### config.mk
export PLATFORM = sky130hd
export DESIGN_NAME = timer_divider_search
export DESIGN_NICKNAME = d
export VERILOG_FILES = /design/src/rtl/tds_pkg.sv /design/src/rtl/tds_div.sv /design/src/rtl/timer_divider_search.sv
export VERILOG_INCLUDE_DIRS = /design/src /design/src/rtl
export SDC_FILE = /design/constraint.sdc
export NUM_CORES = 2
export LEC_CHECK = 0
export BUFFER_PORTS_ARGS = -buffer_cell sky130_fd_sc_hd__buf_4
export CORE_ASPECT_RATIO = 1.75
export CORE_MARGIN = 8
export CORE_UTILIZATION = 40
export DETAILED_ROUTE_END_ITERATION = 8
export PLACE_DENSITY = 0.54
export SYNTH_ARGS = -nofsm -noshare
export SYNTH_HDL_FRONTEND = slang
export SYNTH_SLANG_ARGS = --single-unit
export TNS_END_PERCENT = 1
### constraint.sdc
create_clock -name clk -period 8 [get_ports clk]
set_input_delay 2.4 -clock clk [delete_from_list [all_inputs] [get_ports clk]]
set_output_delay 2.4 -clock clk [all_outputs]
set_load 0.03 [all_outputs]
### src/rtl/timer_divider_search_assert.svh
// assertion macros for the timer divider search block
// included by the top level only, no other dependencies
`ifndef TIMER_DIVIDER_SEARCH_ASSERT_SVH
`define TIMER_DIVIDER_SEARCH_ASSERT_SVH
`ifndef SYNTH
`define TDS_ASSERT_IMP(lbl, ck, rs, ante, cons, msg) \
  lbl: assert property (@(posedge ck) disable iff (rs) (ante) |-> (cons)) else $error(msg);
`define TDS_ASSERT_NXT(lbl, ck, rs, ante, cons, msg) \
  lbl: assert property (@(posedge ck) disable iff (rs) (ante) |=> (cons)) else $error(msg);
`else
`define TDS_ASSERT_IMP(lbl, ck, rs, ante, cons, msg)
`define TDS_ASSERT_NXT(lbl, ck, rs, ante, cons, msg)
`endif
`endif

### src/rtl/tds_pkg.sv
// shared widths, constants, microcode types and control store
// for the timer divider search block; no dependencies
package tds_pkg;

  localparam int DATA_W        = 32;
  localparam int CNT_W         = 16;
  localparam int DIV_W         = 16;
  localparam int DIV_STEP_W    = $clog2(DATA_W);
  localparam int CFG_ADDR_W    = 3;
  localparam int COUNTER_LIMIT = 65535;
  localparam int MS_PER_SECOND = 1000;

  typedef logic [3:0] step_t;

  localparam step_t S_WAIT        = 4'd0;
  localparam step_t S_SCALE       = 4'd1;
  localparam step_t S_DIV_MS      = 4'd2;
  localparam step_t S_DIV_MS_WAIT = 4'd3;
  localparam step_t S_TICKS       = 4'd4;
  localparam step_t S_ZERO_CHK    = 4'd5;
  localparam step_t S_DIV_D       = 4'd6;
  localparam step_t S_DIV_D_WAIT  = 4'd7;
  localparam step_t S_FIT_CHK     = 4'd8;
  localparam step_t S_NEXT_D      = 4'd9;
  localparam step_t S_FAIL        = 4'd10;
  localparam step_t S_FOUND       = 4'd11;
  localparam step_t S_EMIT        = 4'd12;
  localparam step_t S_CLOSE       = 4'd13;

  localparam logic CFG_IDX_CLOCK_HZ   = 1'b0;
  localparam logic CFG_IDX_MULTIPLIER = 1'b1;

  typedef enum logic [3:0] {
    OP_NONE,
    OP_LOAD_IN,
    OP_MUL_SCALE,
    OP_DIV_MS,
    OP_MUL_TICKS,
    OP_SET_D1,
    OP_DIV_D,
    OP_INC_D,
    OP_SET_FAIL,
    OP_SET_FOUND,
    OP_EMIT
  } op_t;

  typedef enum logic [3:0] {
    C_NEVER,
    C_ALWAYS,
    C_NO_INPUT,
    C_DIV_BUSY,
    C_TICKS_ZERO,
    C_FIT,
    C_D_NOT_LAST,
    C_Q_SMALL,
    C_OUT_FULL
  } cond_t;

  typedef struct packed {
    op_t   op;
    cond_t cond;
    step_t target;
  } ucode_t;

  // control store: jump to target when the condition holds, else next step
  function automatic ucode_t ucode_rom(input step_t step);
    ucode_t w;
    case (step)
      S_WAIT:        w = '{op: OP_LOAD_IN,   cond: C_NO_INPUT,   target: S_WAIT};
      S_SCALE:       w = '{op: OP_MUL_SCALE, cond: C_NEVER,      target: S_WAIT};
      S_DIV_MS:      w = '{op: OP_DIV_MS,    cond: C_NEVER,      target: S_WAIT};
      S_DIV_MS_WAIT: w = '{op: OP_NONE,      cond: C_DIV_BUSY,   target: S_DIV_MS_WAIT};
      S_TICKS:       w = '{op: OP_MUL_TICKS, cond: C_NEVER,      target: S_WAIT};
      S_ZERO_CHK:    w = '{op: OP_SET_D1,    cond: C_TICKS_ZERO, target: S_FAIL};
      S_DIV_D:       w = '{op: OP_DIV_D,     cond: C_NEVER,      target: S_WAIT};
      S_DIV_D_WAIT:  w = '{op: OP_NONE,      cond: C_DIV_BUSY,   target: S_DIV_D_WAIT};
      S_FIT_CHK:     w = '{op: OP_NONE,      cond: C_FIT,        target: S_FOUND};
      S_NEXT_D:      w = '{op: OP_INC_D,     cond: C_D_NOT_LAST, target: S_DIV_D};
      S_FAIL:        w = '{op: OP_SET_FAIL,  cond: C_ALWAYS,     target: S_EMIT};
      S_FOUND:       w = '{op: OP_SET_FOUND, cond: C_Q_SMALL,    target: S_FAIL};
      S_EMIT:        w = '{op: OP_EMIT,      cond: C_OUT_FULL,   target: S_EMIT};
      S_CLOSE:       w = '{op: OP_NONE,      cond: C_ALWAYS,     target: S_WAIT};
      default:       w = '{op: OP_NONE,      cond: C_ALWAYS,     target: S_WAIT};
    endcase
    return w;
  endfunction

endpackage

### src/rtl/tds_div.sv
// restoring divider, one quotient bit per cycle
// depends on tds_pkg for widths
module tds_div (
  input  logic                          clk,
  input  logic                          rst,
  input  logic                          start,
  input  logic [tds_pkg::DATA_W-1:0]    dividend,
  input  logic [tds_pkg::DIV_W-1:0]     divisor,
  output logic                          busy,
  output logic [tds_pkg::DATA_W-1:0]    quotient,
  output logic [tds_pkg::DIV_W-1:0]     remainder
);
  import tds_pkg::*;

  logic [DATA_W-1:0]     acc;
  logic [DIV_W-1:0]      rem;
  logic [DIV_W-1:0]      dvs;
  logic [DIV_STEP_W-1:0] count;
  logic [DIV_W:0]        trial;
  logic [DIV_W+1:0]      diff;
  logic                  fits;

  assign trial = {rem, acc[DATA_W-1]};
  assign diff  = {1'b0, trial} - {2'b00, dvs};
  assign fits  = ~diff[DIV_W+1];

  always_ff @(posedge clk) begin
    if (rst) begin
      busy <= 1'b0;
    end else if (start) begin
      busy <= 1'b1;
    end else if (busy && count == '0) begin
      busy <= 1'b0;
    end
  end

  always_ff @(posedge clk) begin
    if (start) begin
      acc   <= dividend;
      rem   <= '0;
      dvs   <= divisor;
      count <= DIV_STEP_W'(DATA_W - 1);
    end else if (busy) begin
      acc   <= {acc[DATA_W-2:0], fits};
      rem   <= fits ? diff[DIV_W-1:0] : trial[DIV_W-1:0];
      count <= count - 1'b1;
    end
  end

  assign quotient  = acc;
  assign remainder = rem;

endmodule

### src/rtl/timer_divider_search.sv
// timer prescaler and reload search, microcoded sequencer over a shared divider
// depends on tds_pkg, tds_div and timer_divider_search_assert.svh
//
// usage:
//   write clock_hz at byte address 0 and clock_multiplier at 4 over the apb port
//   while the block is idle. a request word (period_ms) is taken when req_valid
//   is high and req_stall low; req_stall is high from acceptance through the
//   close step that follows the move of the result into the output register.
//   one result word (status, divider, reload_value, start_count) follows each
//   request on res_valid/res_stall. the output register holds a finished word
//   while the receiver stalls, and the next request is taken meanwhile.
// sequence:
//   the tick total takes two multiplies and one divide.
//   each candidate divisor costs one pass of the bit-serial
//   divider plus start, check and increment steps of the sequencer.
// reset:
//   synchronous; clears the sequencer, the divider and the output valid, and
//   sets clock_hz to 0 and clock_multiplier to 1.
`include "timer_divider_search_assert.svh"

module timer_divider_search (
  input  logic                             clk,
  input  logic                             rst,
  input  logic                             psel,
  input  logic                             penable,
  input  logic                             pwrite,
  input  logic [tds_pkg::CFG_ADDR_W-1:0]   paddr,
  input  logic [tds_pkg::DATA_W-1:0]       pwdata,
  output logic [tds_pkg::DATA_W-1:0]       prdata,
  output logic                             pready,
  input  logic                             req_valid,
  output logic                             req_stall,
  input  logic [tds_pkg::CNT_W-1:0]        period_ms,
  output logic                             res_valid,
  input  logic                             res_stall,
  output logic                             status,
  output logic [tds_pkg::CNT_W-1:0]        divider,
  output logic [tds_pkg::CNT_W-1:0]        reload_value,
  output logic [tds_pkg::CNT_W-1:0]        start_count
);
  import tds_pkg::*;

  logic [DATA_W-1:0]   clock_hz;
  logic [CNT_W-1:0]    clock_multiplier;
  logic                cfg_write;

  step_t               step;
  step_t               step_next;
  ucode_t              uw;
  logic                jump;

  logic [CNT_W-1:0]    interval;
  logic [DATA_W-1:0]   scaled;
  logic [DATA_W-1:0]   ticks;
  logic [CNT_W-1:0]    d;
  logic                find_status;
  logic [CNT_W-1:0]    find_divider;
  logic [CNT_W-1:0]    find_reload;
  logic [CNT_W-1:0]    find_start;

  logic [DATA_W+CNT_W-1:0] prod_scale;
  logic [DATA_W+CNT_W-1:0] prod_ticks;

  logic                div_start;
  logic [DATA_W-1:0]   div_dividend;
  logic [DIV_W-1:0]    div_divisor;
  logic                div_busy;
  logic [DATA_W-1:0]   div_quot;
  logic [DIV_W-1:0]    div_rem;
  logic                out_full;

  // configuration port
  assign pready    = 1'b1;
  assign cfg_write = psel && penable && pwrite && pready;

  always_ff @(posedge clk) begin
    if (rst) begin
      clock_hz         <= '0;
      clock_multiplier <= CNT_W'(1);
    end else if (cfg_write) begin
      case (paddr[2])
        CFG_IDX_CLOCK_HZ:   clock_hz         <= pwdata;
        CFG_IDX_MULTIPLIER: clock_multiplier <= pwdata[CNT_W-1:0];
        default: ;
      endcase
    end
  end

  always_comb begin
    case (paddr[2])
      CFG_IDX_CLOCK_HZ:   prdata = clock_hz;
      CFG_IDX_MULTIPLIER: prdata = {{(DATA_W-CNT_W){1'b0}}, clock_multiplier};
      default:            prdata = '0;
    endcase
  end

  // sequencer
  assign uw       = ucode_rom(step);
  assign out_full = res_valid && res_stall;

  always_comb begin
    case (uw.cond)
      C_NEVER:      jump = 1'b0;
      C_ALWAYS:     jump = 1'b1;
      C_NO_INPUT:   jump = !req_valid;
      C_DIV_BUSY:   jump = div_busy;
      C_TICKS_ZERO: jump = (ticks == '0);
      C_FIT:        jump = (div_rem == '0) && (div_quot < DATA_W'(COUNTER_LIMIT));
      C_D_NOT_LAST: jump = (d != CNT_W'(COUNTER_LIMIT - 1));
      C_Q_SMALL:    jump = (div_quot <= DATA_W'(1));
      C_OUT_FULL:   jump = out_full;
      default:      jump = 1'b0;
    endcase
  end

  always_comb begin
    step_next = jump ? uw.target : step + 1'b1;
  end

  always_ff @(posedge clk) begin
    if (rst) begin
      step <= S_WAIT;
    end else begin
      step <= step_next;
    end
  end

  assign req_stall = (step != S_WAIT);

  // datapath
  assign prod_scale   = clock_hz * clock_multiplier;
  assign prod_ticks   = div_quot * interval;
  assign div_start    = (uw.op == OP_DIV_MS) || (uw.op == OP_DIV_D);
  assign div_dividend = (uw.op == OP_DIV_D) ? ticks : scaled;
  assign div_divisor  = (uw.op == OP_DIV_D) ? d : DIV_W'(MS_PER_SECOND);

  tds_div u_div (
    .clk       (clk),
    .rst       (rst),
    .start     (div_start),
    .dividend  (div_dividend),
    .divisor   (div_divisor),
    .busy      (div_busy),
    .quotient  (div_quot),
    .remainder (div_rem)
  );

  always_ff @(posedge clk) begin
    case (uw.op)
      OP_LOAD_IN: begin
        if (req_valid) begin
          interval <= period_ms;
        end
      end
      OP_MUL_SCALE: scaled <= prod_scale[DATA_W-1:0];
      OP_MUL_TICKS: ticks  <= prod_ticks[DATA_W-1:0];
      OP_SET_D1:    d      <= CNT_W'(1);
      OP_INC_D:     d      <= d + 1'b1;
      OP_SET_FAIL: begin
        find_status  <= 1'b1;
        find_divider <= '0;
        find_reload  <= '0;
        find_start   <= '0;
      end
      OP_SET_FOUND: begin
        // quotient is below the counter limit here, so 16 bits hold it
        find_status  <= 1'b0;
        find_divider <= d;
        find_reload  <= div_quot[CNT_W-1:0] - CNT_W'(1);
        find_start   <= div_quot[CNT_W-1:0] - CNT_W'(2);
      end
      default: ;
    endcase
  end

  // output register
  always_ff @(posedge clk) begin
    if (rst) begin
      res_valid <= 1'b0;
    end else if (uw.op == OP_EMIT && !out_full) begin
      res_valid <= 1'b1;
    end else if (res_valid && !res_stall) begin
      res_valid <= 1'b0;
    end
  end

  always_ff @(posedge clk) begin
    if (uw.op == OP_EMIT && !out_full) begin
      status       <= find_status;
      divider      <= find_divider;
      reload_value <= find_reload;
      start_count  <= find_start;
    end
  end

  `TDS_ASSERT_NXT(a_accept_starts, clk, rst, req_valid && !req_stall, step == S_SCALE, "request taken but sequencer did not start")
  `TDS_ASSERT_IMP(a_div_wait, clk, rst, div_busy, step == S_DIV_MS_WAIT || step == S_DIV_D_WAIT, "divider busy outside a wait step")
  `TDS_ASSERT_IMP(a_found_consistent, clk, rst, res_valid && !status, divider != '0 && reload_value == start_count + 16'd1, "success word with inconsistent fields")

endmodule
### Word-level counts from Yosys, hierarchy flattened

Memories as Yosys holds them, arrays and structs flattened. A register that Yosys moved wholly into a read port is not among the register bits.
Cells that the tools add are included.
Widths: inputs -> output; s select.

* bits in read-only memories: 192
* output and inout bits: 84
* register bits after elaboration: 317
* memories: 1

Memories
* (name not given): depth 16, width 12, read ports 1, clocked after memory_dff 1, wr ports 0, RTL line tds_pkg.sv:68 `case (step)`

* $lt $le $gt $ge: 2
* equal/unequal tests: 19
* add/subtract/negate cells: 6
* reduce and logical (&&, ||, !) cells: 23
* multiplexer cells: 17
* bitwise gates (word level): 2
* $mul: 2

Operators by type and width (number)
* $pmux 16 s2: 4
* $mux 32: 3
* $mul 32x16->32: 2
* $pmux 32 s2: 1
* $eq 4x3->1 const B: 8
* $le 32x1->1 const B: 1
* $logic_not 32->1: 1
* $lt 32x16->1 const B: 1
* $sub 17x16->18: 1
* $add 16x1->16 const B: 1
* $eq 4x2->1 const B: 4
* $eq 4x4->1 const B: 4
* $logic_not 16->1: 1
* $mux 16: 1
* $ne 16x16->1 const B: 1
* $sub 16x1->16 const B: 1
* $sub 16x2->16 const B: 1
* $reduce_bool 2->1: 5
* $eq 4x1->1 const B: 2
* $mux 4: 2
* $pmux 1 s8: 1
* $logic_and 1x1->1: 7
* $reduce_and 2->1: 3
* $logic_not 5->1: 1
* 8 further kinds: 14

### Depth between registers and ports, before layout

* depth after elaboration: 5
* gate-level depth with buffers: 25

### Hierarchy

From an unflattened synthesis, not the netlist that was laid out.

* cells, all modules: 3891
* area, all modules: 37347.1 µm²

Modules (own cells, without submodules)
* timer_divider_search: area each 33671.0 µm², times used 1, cells an instance 3566, seq. area each 7126.8 µm²
* tds_div: area each 3676.0 µm², times used 1, cells an instance 325, seq. area each 1881.8 µm²

### Worst setup path before layout

Ideal clock, no wire load.

* kind: register -> register
* start: register u_div.acc[12], in the netlist u_div.quotient[12]
* end: register ticks[31], data pin
* buffers on the path: 2
* cell stages (with the launch flop): 23
* setup time: 0.259 ns
* setup slack: 1.534 ns
* required time: 7.741 ns
* data arrival time: 6.207 ns
* period minus slack after synthesis: 6.466 ns
* cell sequence: edfxtp_1 -> clkbuf_1 -> clkbuf_1 -> nand2_1 -> fa_1 -> fa_1 -> fa_1 -> inv_1 -> fa_1 -> fa_1 -> inv_1 -> fa_1 -> inv_1 -> ha_1 -> a21o_1 -> a221oi_1 -> o21ai_1 -> a21oi_1 -> o211ai_1 -> a221oi_2 -> o2111ai_1 -> a21oi_1 -> xnor2_1

* cells in the longest elaborated chain, start to end: 1

RTL lines
* from (decl): RTL line tds_div.sv:15 `logic [DATA_W-1:0] acc;`
* from (signal assigned): RTL line tds_div.sv:39 `acc <= dividend;`
* from (signal assigned): RTL line tds_div.sv:44 `acc <= {acc[DATA_W-2:0], fits};`
* $mul 32x16->32: RTL line timer_divider_search.sv:132 `assign prod_ticks = div_quot * interval;`
* named net prod_ticks[31]: RTL line timer_divider_search.sv:62 `logic [DATA_W+CNT_W-1:0] prod_ticks;`
* to (signal assigned): RTL line timer_divider_search.sv:156 `OP_MUL_TICKS: ticks <= prod_ticks[DATA_W-1:0];`
* to (decl): RTL line timer_divider_search.sv:54 `logic [DATA_W-1:0] ticks;`

The timed path passes the listed nets, and every way through them passes these cells.
A chain may end at the register's enable or synchronous reset.

### Worst setup path after layout

* start: register interval[1]
* end: register ticks[31], data pin

* cells in the longest elaborated chain, start to end: 1

RTL lines
* from (decl): RTL line timer_divider_search.sv:52 `logic [CNT_W-1:0] interval;`
* from (signal assigned): RTL line timer_divider_search.sv:152 `interval <= period_ms;`
* $mul 32x16->32: RTL line timer_divider_search.sv:132
* named net prod_ticks[31]: RTL line timer_divider_search.sv:62

The timed path passes the listed nets, and every way through them passes these cells.

==> metrics.md <==
| Metric | Value |
|---|---|
| Area after DPL | `39000 sq um` |
| Worst stage delay on the critical path | `0.85 ns` |
| Max Freq | `143 MHz` |
| Vias in the first global route | `28.3k` |
| Detail Route Antenna Nets | `0` |
| Hold_sp | `find_start[10]` |
| Clock skew | `0.0249 ns` |
| CP arrival | `7.31 ns` |
| DIE HEIGHT | `416 microns` |
| Max-slew violation count | `0` |
| Filler cells | `8983` |
| Worst Max-Slew Pin Slew | `1.23 ns` |
| Number of synthesized flops with an enable pin | `242` |
| CTS tree | `done` |
| Skew-Pair Late Insertion Delay | `0.57 ns` |
| Die span in x | `244 microns` |
| First-pass DRT Iterations | `5` |
| Minimum clock period after layout | `7.02 ns` |
| RSZ-0062 raised after global routing | `false` |
| Uppermost routed layer | `met4` |
| Setup Fix Bufs, Post-CTS | `0` |
| GR Util All Layers | `19.9%` |
| Clock Sinks | `329` |
| WP buf/inv | `4` |
| CP startpoint | `interval[1]` |
| Pin count of the biggest net entering global routing | `62` |
| 1st-iter DRT viols | `1086` |
| Number of core rows | `146` |
| Final WL | `99.4 mm` |
| Worst setup SP type | `register` |
| CP delay by family, top | `adder cells` |
| WL met3 | `3.29 mm` |
| Top_reg_cell synth | `edfxtp_1` |
| Outcome | `finished, final reports clean` |
| Metal-1 WL | `37.1 mm` |
| Async set-reset flop share out of synthesis | `0%` |
| Num CTS Buffers | `37` |
| Sequential fraction of the synthesis area | `24.7%` |
| Ports | `142` |
| Global-route wire length before repair | `160 mm` |
| Critical path endpoint category | `register` |
| Reg clk slew, reported paths | `0.06 ns` |
| Mapped cell area | `36500 sq um` |
| Area grow syn2layout | `9.99%` |
| Slew headroom | `17.9%` |
| DP Worst Slack | `0.927 ns` |
| Leading cell type in the layout, fill and taps excluded | `inv_1` |
| Final Instance Area | `40200 sq um` |
| Crit-path max FO | `17` |
| Final #Nets | `4726` |
| Initial Utilization | `40.3%` |
| Req. time, crit path | `8.30 ns` |
| Critical path class | `register to register` |
| Core Area | `90600 sq um` |
| Number of cells upsized or downsized after cts | `0` |
| DIE AREA | `102000 sq um` |
| Final HPWL DP | `79.2 mm` |
| Post-Syn Nets | `4665` |
| Initial antenna violation count | `3` |
| Most frequent cells in the layout | `702 x inv_1, 663 x nand2_1, 609 x fa_1` |
| Max cap viols | `0` |
| Hold crit path type | `register to register` |
| Gr ovfl total | `0` |
| Clk root buf | `clkbuf_16` |
| Wire length per cell | `19.4 microns` |
| Final hold vios | `0` |
| Mean Syn Cell Area | `9.53 sq um` |
| Placer congestion estimate | `0.843` |
| CTS H-tree depth | `2` |
| Worst path most repeated cell | `fa_1` |
| CTS Buffer Depth | `3` |
| CP max stage cell | `edfxtp_1` |
| Cts-stage hold buffer count | `0` |
| Post-synth cell types | `79` |
| DR DRC count | `0` |
| Crit-path cells | `nand2_1, fa_1, fa_1, fa_1, inv_1, fa_1, fa_1, inv_1, fa_1, inv_1, ha_1, a21o_1, a221oi_1, o21ai_1, a21oi_1, o211ai_1, a221oi_2, buf_4, o2111ai_1, a21oi_1, xnor2_1` |
| Share of cells above drive strength 1 | `8.23%` |
| Final setup violation count | `0` |
| Worst r2r src | `interval[1]` |
| Flops & latches, synth | `329` |
| Setup WS post-layout | `0.983 ns` |
| Syn. warnings | `0` |
| DR WL met2 | `55.5 mm` |
| PortBufs | `138` |
| TNS Setup | `0 ns` |
| Final Cycle Share | `87.7%` |
| Vias | `25.8k` |
| Post-Synthesis Cells | `3835` |
| Vias per std cell | `5.04` |
[final cells by class]
cell class                 count  area [sq um]  share of cell area (%)
timing repair buffer         225          1700                    4.23
sequential                   329          9010                    22.4
clock buffer                  46           991                    2.47
clock inverter                22           218                   0.542
tap                         1184          1480                    3.69
multi-input combinational   2598         24100                    60.0
inverter                     705          2650                    6.60
antenna                        2          5.00                  0.0125
[worst reg2reg max path, delay by kind of cell (launching register included)]
kind,cells,cell delay (ns)
adders and majority gates,7,3.40
and+or+nand+nor,1,0.18
buffers and inverters,4,0.33
DFF,1,0.85
xor gates and xnor gates,1,0.11
AOI/OAI and AO/OA,8,1.86
[state kept, by name (all words and copies together) (netlist names), 32 cells and up]
signal	flops
u_div.quotient	32
ticks	32
scaled	32
clock_hz	32
[per-stage QoR]
step | instances | hold slack (ns) | utilization, %
2_1_floorplan | 3835 | 0.400 | -
3_3_place_gp | 5041 | 0.400 | 43.0
3_5_place_dp | 5041 | 0.405 | 43.0
4_1_cts | 5109 | 0.405 | 44.3
5_1_grt | 5109 | 0.401 | 44.3
6_report | 5111 | 0.412 | 44.3
[cells by family after synthesis]
logic type	Yosys count	share of synthesized area (%)
other cells	1	0.0103
fa+ha+maj	772	39.0
flops	329	24.7
simple gates	1324	17.0
compound gates	313	5.29
xor+xnor	163	3.91
mux	25	0.764
buf+inv	908	9.39
[worst paths after layout]
path / endpoint / slack, ns / depth (start not counted)
setup / recovery: ticks[31] / 0.98 / 21
hold / removal: start_count[10] / 0.41 / 0
setup reg to reg: ticks[31] / 0.98 / 21
hold reg to reg: start_count[10] / 0.41 / 0
[Yosys cell counts (6+ instances only)]
cell | n | area share, %
inv_1 | 702 | 7.2
nand2_1 | 663 | 6.8
fa_1 | 609 | 33
and2_1 | 292 | 5.0
edfxtp_1 | 242 | 20
clkbuf_1 | 187 | 1.9
nor2_1 | 166 | 1.7
ha_1 | 163 | 5.6
a21oi_1 | 129 | 1.8
xnor2_1 | 111 | 2.7
dfxtp_1 | 87 | 4.8
xor2_1 | 52 | 1.2
o21ai_0 | 49 | 0.67
nor2b_1 | 34 | 0.58
o22ai_1 | 34 | 0.58
and3_1 | 32 | 0.55
nand3_1 | 24 | 0.33
nor4_1 | 20 | 0.34
a21o_1 | 19 | 0.39
mux2_2 | 19 | 0.59
nor3_1 | 19 | 0.26
nand2b_1 | 18 | 0.31
or3_1 | 16 | 0.27
o21a_1 | 14 | 0.29
nand4_1 | 13 | 0.22
buf_1 | 10 | 0.10
a211oi_1 | 8 | 0.16
nand3b_1 | 6 | 0.12
o31ai_1 | 6 | 0.12
[routing by layer]
| metal | vias to the layer above | global-route usage [%] |
|---|---|---|
| met4 | 0 | 6.79 |
| met2 | 496 | 39.0 |
| met5 | - | 0 |
| met3 | 198 | 2.26 |
| li1 | 11900 | - |
| met1 | 13200 | 21.6 |
Power is not shown: default switching activity piles up to over one toggle a cycle in this logic, so the estimate is an artifact.
